<file path="src/tae_pkg.sv">
// Shared types and codes for the Thumb ALU execute block.
// No dependencies; every other file in src imports this package.
package tae_pkg;

    localparam int unsigned DATA_W = 32;

    typedef enum logic [3:0] {
        FUNC_AND = 4'd0,
        FUNC_EOR = 4'd1,
        FUNC_LSL = 4'd2,
        FUNC_LSR = 4'd3,
        FUNC_ASR = 4'd4,
        FUNC_ADC = 4'd5,
        FUNC_SBC = 4'd6,
        FUNC_ROR = 4'd7,
        FUNC_TST = 4'd8,
        FUNC_NEG = 4'd9,
        FUNC_CMP = 4'd10,
        FUNC_CMN = 4'd11,
        FUNC_ORR = 4'd12,
        FUNC_MUL = 4'd13,
        FUNC_BIC = 4'd14,
        FUNC_MVN = 4'd15
    } alu_func_t;

    typedef struct packed {
        alu_func_t           func;
        logic [DATA_W-1:0]   dest_value;
        logic [DATA_W-1:0]   source_value;
        logic                carry_in;
        logic                overflow_in;
    } cmd_item_t;

    typedef struct packed {
        logic [DATA_W-1:0]   result;
        logic                write_back;
        logic                flag_n;
        logic                flag_z;
        logic                flag_c;
        logic                flag_v;
    } rsp_item_t;

    typedef struct packed {
        logic [DATA_W-1:0]   value;
        logic                carry;
    } shift_res_t;

endpackage

</file>
<file path="src/thumb_alu_execute.sv">
// Thumb ALU execute: input register, one combinational ALU pass, result register.
// An accepted item passes through the input register and then the result register before it leaves;
// throughput is one item per cycle while rsp_stall is low, set by the single ALU pass and
// 32x32 multiplier between the registers.
// A stalled result holds while the input register, if empty, still takes one more item.
// rst_n clears both valid flags asynchronously; payload registers are not reset.
// Depends on tae_pkg and tae_alu.
module thumb_alu_execute (
    input  logic               clk,
    input  logic               rst_n,
    input  logic               cmd_valid,
    output logic               cmd_stall,
    input  tae_pkg::cmd_item_t cmd,
    output logic               rsp_valid,
    input  logic               rsp_stall,
    output tae_pkg::rsp_item_t rsp
);
    import tae_pkg::*;

    logic      stage_valid_reg;
    cmd_item_t stage_item_reg;
    logic      rsp_valid_reg;
    rsp_item_t rsp_item_reg;
    rsp_item_t alu_out;
    logic      rsp_advance;
    logic      stage_advance;

    tae_alu u_alu (
        .cmd (stage_item_reg),
        .rsp (alu_out)
    );

    assign rsp_advance   = !rsp_valid_reg || !rsp_stall;
    assign stage_advance = !stage_valid_reg || rsp_advance;
    assign cmd_stall     = !stage_advance;

    always_ff @(posedge clk or negedge rst_n)
    begin
        if (!rst_n)
        begin
            stage_valid_reg <= 1'b0;
            rsp_valid_reg   <= 1'b0;
        end
        else
        begin
            if (stage_advance)
            begin
                stage_valid_reg <= cmd_valid;
            end
            if (rsp_advance)
            begin
                rsp_valid_reg <= stage_valid_reg;
            end
        end
    end

    // Hold payload while its stage is stalled
    always_ff @(posedge clk)
    begin
        if (stage_advance && cmd_valid)
        begin
            stage_item_reg <= cmd;
        end
        if (rsp_advance && stage_valid_reg)
        begin
            rsp_item_reg <= alu_out;
        end
    end

    assign rsp_valid = rsp_valid_reg;
    assign rsp       = rsp_item_reg;

endmodule

</file>
<file path="src/tae_shifter.sv">
// Barrel shifter for LSL, LSR, ASR and ROR with ARM carry-out rules.
// Depends on tae_pkg.
module tae_shifter (
    input  tae_pkg::alu_func_t  func,
    input  logic [31:0]         dest_value,
    input  logic [7:0]          amount,
    input  logic                carry_in,
    output tae_pkg::shift_res_t shift_out
);
    import tae_pkg::*;

    logic [4:0]  sh;
    logic        amt_zero;
    logic        amt_is_32;
    logic        amt_over_32;
    logic [32:0] lsl_wide;
    logic [32:0] lsr_wide;
    logic [32:0] asr_wide;
    logic [63:0] ror_wide;

    assign sh          = amount[4:0];
    assign amt_zero    = (amount == 8'd0);
    assign amt_is_32   = (amount == 8'd32);
    assign amt_over_32 = (amount > 8'd32);

    // Carry falls out of the extra bit next to the operand
    assign lsl_wide = {1'b0, dest_value} << sh;
    assign lsr_wide = {dest_value, 1'b0} >> sh;
    assign asr_wide = 33'($signed({dest_value, 1'b0}) >>> sh);
    assign ror_wide = {dest_value, dest_value} >> sh;

    always_comb
    begin
        shift_out.value = dest_value;
        shift_out.carry = carry_in;
        if (!amt_zero)
        begin
            case (func)
                FUNC_LSL:
                begin
                    if (amt_is_32)
                    begin
                        shift_out.value = '0;
                        shift_out.carry = dest_value[0];
                    end
                    else if (amt_over_32)
                    begin
                        shift_out.value = '0;
                        shift_out.carry = 1'b0;
                    end
                    else
                    begin
                        shift_out.value = lsl_wide[31:0];
                        shift_out.carry = lsl_wide[32];
                    end
                end
                FUNC_LSR:
                begin
                    if (amt_is_32)
                    begin
                        shift_out.value = '0;
                        shift_out.carry = dest_value[31];
                    end
                    else if (amt_over_32)
                    begin
                        shift_out.value = '0;
                        shift_out.carry = 1'b0;
                    end
                    else
                    begin
                        shift_out.value = lsr_wide[32:1];
                        shift_out.carry = lsr_wide[0];
                    end
                end
                FUNC_ASR:
                begin
                    if (amt_is_32 || amt_over_32)
                    begin
                        shift_out.value = {32{dest_value[31]}};
                        shift_out.carry = dest_value[31];
                    end
                    else
                    begin
                        shift_out.value = asr_wide[32:1];
                        shift_out.carry = asr_wide[0];
                    end
                end
                FUNC_ROR:
                begin
                    // Multiples of 32 leave the value, carry is bit 31 either way
                    shift_out.value = ror_wide[31:0];
                    shift_out.carry = ror_wide[31];
                end
                default:
                begin
                    shift_out.value = dest_value;
                    shift_out.carry = carry_in;
                end
            endcase
        end
    end

endmodule

</file>
<file path="src/tae_alu.sv">
// Combinational datapath: shared adder, shifter, multiplier, logic ops, flags.
// Depends on tae_pkg and tae_shifter.
module tae_alu (
    input  tae_pkg::cmd_item_t cmd,
    output tae_pkg::rsp_item_t rsp
);
    import tae_pkg::*;

    shift_res_t  shift_out;
    logic [31:0] add_a;
    logic [31:0] add_b;
    logic        add_cin;
    logic [32:0] add_sum;
    logic        add_v;
    logic [31:0] product;
    logic [31:0] result;
    logic        flag_c;
    logic        flag_v;
    logic        write_back;

    tae_shifter u_shifter (
        .func       (cmd.func),
        .dest_value (cmd.dest_value),
        .amount     (cmd.source_value[7:0]),
        .carry_in   (cmd.carry_in),
        .shift_out  (shift_out)
    );

    // Subtractions run as a + ~b + carry on the one adder
    always_comb
    begin
        add_a   = cmd.dest_value;
        add_b   = cmd.source_value;
        add_cin = 1'b0;
        case (cmd.func)
            FUNC_ADC:
            begin
                add_cin = cmd.carry_in;
            end
            FUNC_SBC:
            begin
                add_b   = ~cmd.source_value;
                add_cin = cmd.carry_in;
            end
            FUNC_CMP:
            begin
                add_b   = ~cmd.source_value;
                add_cin = 1'b1;
            end
            FUNC_NEG:
            begin
                add_a   = '0;
                add_b   = ~cmd.source_value;
                add_cin = 1'b1;
            end
            default:
            begin
                add_cin = 1'b0;
            end
        endcase
    end

    assign add_sum = {1'b0, add_a} + {1'b0, add_b} + {32'd0, add_cin};
    assign add_v   = (add_a[31] ^ add_sum[31]) & (add_b[31] ^ add_sum[31]);
    assign product = cmd.dest_value * cmd.source_value;

    always_comb
    begin
        result     = '0;
        flag_c     = cmd.carry_in;
        flag_v     = cmd.overflow_in;
        write_back = 1'b1;
        unique case (cmd.func)
            FUNC_AND: result = cmd.dest_value & cmd.source_value;
            FUNC_EOR: result = cmd.dest_value ^ cmd.source_value;
            FUNC_LSL, FUNC_LSR, FUNC_ASR, FUNC_ROR:
            begin
                result = shift_out.value;
                flag_c = shift_out.carry;
            end
            FUNC_ADC, FUNC_SBC, FUNC_NEG:
            begin
                result = add_sum[31:0];
                flag_c = add_sum[32];
                flag_v = add_v;
            end
            FUNC_TST:
            begin
                result     = cmd.dest_value & cmd.source_value;
                write_back = 1'b0;
            end
            FUNC_CMP, FUNC_CMN:
            begin
                result     = add_sum[31:0];
                flag_c     = add_sum[32];
                flag_v     = add_v;
                write_back = 1'b0;
            end
            FUNC_ORR: result = cmd.dest_value | cmd.source_value;
            FUNC_MUL: result = product;
            FUNC_BIC: result = cmd.dest_value & ~cmd.source_value;
            FUNC_MVN: result = ~cmd.source_value;
            default:  result = '0;
        endcase
    end

    assign rsp.result     = result;
    assign rsp.write_back = write_back;
    assign rsp.flag_n     = result[31];
    assign rsp.flag_z     = (result == '0);
    assign rsp.flag_c     = flag_c;
    assign rsp.flag_v     = flag_v;

endmodule
</file>
<file path="config.mk">
export PLATFORM = sky130hd
export DESIGN_NAME = thumb_alu_execute
export DESIGN_NICKNAME = d
export VERILOG_FILES = /design/src/tae_pkg.sv /design/src/thumb_alu_execute.sv /design/src/tae_shifter.sv /design/src/tae_alu.sv
export SDC_FILE = /design/constraint.sdc
export NUM_CORES = 2
export LEC_CHECK = 0
export BUFFER_PORTS_ARGS = -buffer_cell sky130_fd_sc_hd__buf_2
export CELL_PAD_IN_SITES_DETAIL_PLACEMENT = 2
export CELL_PAD_IN_SITES_GLOBAL_PLACEMENT = 2
export CORE_UTILIZATION = 44
export DETAILED_ROUTE_END_ITERATION = 12
export GPL_TIMING_DRIVEN = 0
export PLACE_DENSITY_LB_ADDON = 0.1
export SYNTH_ARGS = -nofsm -noshare
export SYNTH_HDL_FRONTEND = slang
export SYNTH_SLANG_ARGS = --single-unit
</file>
<file path="constraint.sdc">
create_clock -name clk -period 27.3 [get_ports clk]
set_input_delay 2.73 -clock clk [delete_from_list [all_inputs] [get_ports clk]]
set_output_delay 2.73 -clock clk [all_outputs]
set_load 0.05 [all_outputs]
</file>
==> results of run 1 <==
==> per-layer routing <==
| metal | global-route usage [%] | GRT overflow |
|---|---|---|
| met1 | 75.2 | 0 |
| met2 | 90.3 | 6 |
| met3 | 59.4 | 0 |
| met4 | 65.8 | 1 |
| met5 | 40.3 | 0 |
==> logic make-up after synthesis <==
logic type | after synthesis | share of synthesized area, %
and+or+nand+nor | 1045 | 15.7
adders and majority gates | 613 | 37.3
xor gates and xnor gates | 119 | 3.61
buffers and inverters | 716 | 9.74
AOI/OAI and AO/OA | 593 | 14.3
DFF | 108 | 11.2
muxes | 151 | 8.21
==> per-stage QoR <==
step / util (%) / setup slack, ps / cells / hold slack, ps / cell area [um2]
2_1_floorplan: - / 17800 / 3345 / 443 / 28800
3_3_place_gp: 47.2 / 14030 / 4312 / 454 / 30500
3_5_place_dp: 47.3 / 13490 / 4315 / 535 / 30600
4_1_cts: 47.8 / 13470 / 4331 / 551 / 30900
==> impl_metrics.py, run 1 <==
metrics = {
    "logic_synthesis": {
        "synthArstFlopShare_pct": 1.85,
        "yosysSeqAreaShare_pct": 11.2,
        "yosys_warnings": 0,
        "synth.most_common_cell": "inv_1",
        "ys_seq_elements": 108,
        "netlist_instances": 3345,
        "yosys.area.top_type": "fa_1",
        "syn_avg_cell_area_um2": 8.62,
        "ys_types": 93,
        "synth.top_cell.area_share_pct": 28.5,
        "synth-edff-count": 106,
        "synth_top_flop_cell": "edfxtp_1",
        "synth_nets": 4032,
        "netlist_area_mm2": 0.0288,
        "ys_top_cells_by_count": "inv_1, nor2_1, fa_1",
        "ys_top_cells_by_area": "fa_1, edfxtp_1, ha_1",
    },
    "placed_design": {
        "gp_congestion": 1.12,
        "io_buffers": 112,
        "dp_hpwl_um": 162000,
    },
    "clocking": {
        "cts_setup_buffers": 0,
        "cts_buffers": 9,
        "cts_resized": 0,
        "htreeDepth": 3,
        "postCtsHoldBufs": 0,
        "clkSinkCount": 108,
        "cts_buffer_depth": 2,
        "root_buffer": "clkbuf_16",
    },
    "global_route": {
        "grt_max_degree": 48,
        "grt-ovfl-total": 7,
        "antenna_found_initial": 46,
        "grt_usage_pct": 73.8,
    },
    "outcome": {
        "status": "aborted with a tool error",
        "tool.error": "[ERROR GRT-0232] Routing congestion too high. Check the congestion heatmap in the GUI.",
        "stop_stage": "5_1_grt",
    },
    "floorplanning": {
        "rows": 93,
        "io_pins": 113,
        "die-width_um": 258,
        "die-height_um": 258,
        "start_util_pct": 44.7,
    },
}
==> inputs of run 2 (changes only) <==
Settings changed: CELL_PAD_IN_SITES_DETAIL_PLACEMENT 2 to unset, CELL_PAD_IN_SITES_GLOBAL_PLACEMENT 2 to unset, CORE_UTILIZATION 44 to 40, PLACE_DENSITY_LB_ADDON 0.1 to 0.15.
==> impl_metrics.py, run 2 <==
metrics = {
    "clocking": {
        "root_buffer": "clkbuf_16",
        "cts_setup_buffers": 0,
        "cts_tree": "yes",
        "htreeDepth": 3,
        "clkSinkCount": 108,
        "postCtsHoldBufs": 0,
        "cts_buffers": 9,
        "insertion_delay_ps": 440,
        "clk_pin_slew_ps": 90,
        "cts_buffer_depth": 2,
        "cts_resized": 0,
    },
    "setup_path": {
        "arrival_ps": 13710,
        "startpoint_type": "flop",
        "max_stage_delay_ps": 940,
        "critPathMaxFanout": 10,
        "critical_path_required_ps": 27520,
        "cpMostUsedCell": "fa_1",
        "end_kind": "flop",
        "slowest_stage": "clkbuf_1",
        "crit_type": "reg -> reg",
    },
    "placed_design": {
        "gp_congestion": 1.12,
        "io_buffers": 112,
        "dp_hpwl_um": 129000,
    },
    "timing": {
        "maxSlewHeadroom_pct": -3.21,
        "fmax_ghz": 0.0741,
        "setup_viol": 0,
        "rsz0062_at_grt": "no",
        "finClkSkew_ps": 24.2,
        "setup_tns_ps": 0,
        "tightestPinTransition_ps": 1550,
        "fin_crit_sh_pct": 49.4,
        "finalHoldViolCount": 0,
        "min_period_ps": 13490,
        "finalMaxSlewViolations": 22,
    },
    "cells_and_area": {
        "final_nets": 4162,
        "largest_reg_flops": 70,
        "final_common_cell": "inv_1",
        "fillers": 7423,
        "layout.cells.most_common_list": "inv_1, nor2_1, fa_1, nand2_1, ha_1",
        "final-seq-area_mm2": 0.00323,
        "multi_input_area_mm2": 0.0228,
        "drive_gt1_share_pct": 9.08,
        "syn_to_final_growth_pct": 7.64,
    },
    "flow_run": {
        "drv_cap": 2,
    },
    "detailed_routing": {
        "routed_wirelength_um": 165000,
        "drt_iter0_drc": 3690,
        "dr.pass1.iters": 6,
        "routed_via_density": 6.52,
        "drc": 0,
        "num_vias": 28900,
        "wl_per_cell_um": 37.3,
        "ant_nets": 0,
    },
    "global_route": {
        "grt_max_degree": 43,
        "antenna_found_initial": 14,
        "grt_pass1_vias": 28700,
        "grt_pass1_wl_um": 227000,
        "grt-ovfl-total": 0,
        "grt_usage_pct": 45.0,
    },
    "logic_synthesis": {
        "synthArstFlopShare_pct": 1.85,
        "netlist_instances": 3345,
        "ys_top_cells_by_area": "fa_1, edfxtp_1, ha_1",
        "ys_seq_elements": 108,
        "synth_top_flop_cell": "edfxtp_1",
        "yosysSeqAreaShare_pct": 11.2,
        "syn_avg_cell_area_um2": 8.62,
        "yosys_warnings": 0,
        "netlist_area_mm2": 0.0288,
        "ys_top_cells_by_count": "inv_1, nor2_1, fa_1",
        "synth-edff-count": 106,
        "synth.most_common_cell": "inv_1",
        "ys_types": 93,
        "yosys.area.top_type": "fa_1",
        "synth_nets": 4032,
        "synth.top_cell.area_share_pct": 28.5,
    },
    "outcome": {
        "status": "finished, violations left",
        "violations": "capacitance limit, slew limit",
    },
    "floorplanning": {
        "start_util_pct": 40.4,
        "core_region_area_mm2": 0.0714,
        "die_area_mm2": 0.0732,
        "rows": 98,
        "die-height_um": 271,
        "io_pins": 113,
        "die-width_um": 271,
    },
    "worst_hold_path": {
        "min_path_type": "reg -> reg",
    },
}
run 2: final timing paths:
kind | start | endpoint | slack (ps) | cells after the start
max in group asynchronous | rst_n | rsp_valid$_DFFE_PN0P_ | 25140 | 1
hold reg to reg | stage_valid_reg$_DFFE_PN0N_ | rsp_valid$_DFFE_PN0P_ | 490 | 1
min in group asynchronous | rst_n | stage_valid_reg$_DFFE_PN0N_ | 2070 | 1
setup / recovery | stage_item_reg[4]$_DFFE_PP_ | rsp[2]$_DFFE_PP_ | 13810 | 33
setup reg to reg | stage_item_reg[4]$_DFFE_PP_ | rsp[2]$_DFFE_PP_ | 13810 | 33
hold / removal | stage_valid_reg$_DFFE_PN0N_ | rsp_valid$_DFFE_PN0P_ | 490 | 1
run 2: logic make-up after synthesis:
family | share of synthesized area [%]
adder cells (fa/ha/maj) | 37.3
buffers and inverters | 9.74
flip-flops | 11.2
AO/OA/AOI/OAI | 14.3
multiplexers | 8.21
XOR/XNOR | 3.61
AND/OR/NAND/NOR | 15.7
run 2: worst max-delay path, delay by kind of cell, from the launching register on:
family	cells	cell delay [ps]
flops	1	540
fa+ha+maj	9	4440
simple gates	6	1520
buf+inv	12	4880
compound gates	6	1870
run 2: metal layers:
layer  GRT usage, %  part of all wire [%]  vias up
met5              0                 0.035        -
met1           54.5                    37    14600
li1               -                     -    11500
met4           35.8                   9.6       10
met3           11.0                    11      662
met2           68.3                    43     2144
run 2: cell type report:
| class | instances | area share, % |
|---|---|---|
| Buffer | 243 | 3.35 |
| Timing Repair Buffer | 119 | 2.13 |
| Clock buffer | 10 | 0.770 |
| Antenna cell | 3 | 0.0242 |
| Clock inverter | 6 | 0.193 |
| Sequential cell | 108 | 10.4 |
| Tap cell | 950 | 3.83 |
| Inverter | 473 | 5.72 |
| Multi-Input combinational cell | 2521 | 73.6 |
run 2: per-stage QoR:
stage | setup slack [ps] | area [um2] | hold slack (ps) | instances | util, %
final | 13810 | 31000 | 488 | 4433 | 43.5
after global routing | 13850 | 31000 | 523 | 4430 | 43.5
after global placement | 14160 | 30600 | 463 | 4407 | 42.9
after CTS | 14270 | 31000 | 493 | 4429 | 43.5
after floorplan | 17800 | 28800 | 443 | 3345 | -
after detailed placement | 14310 | 30700 | 471 | 4413 | 43.0
Power of run 2 is left out: the tool's default activity adds up to more than one toggle a clock period on the data nets, which glitch-free logic cannot reach.
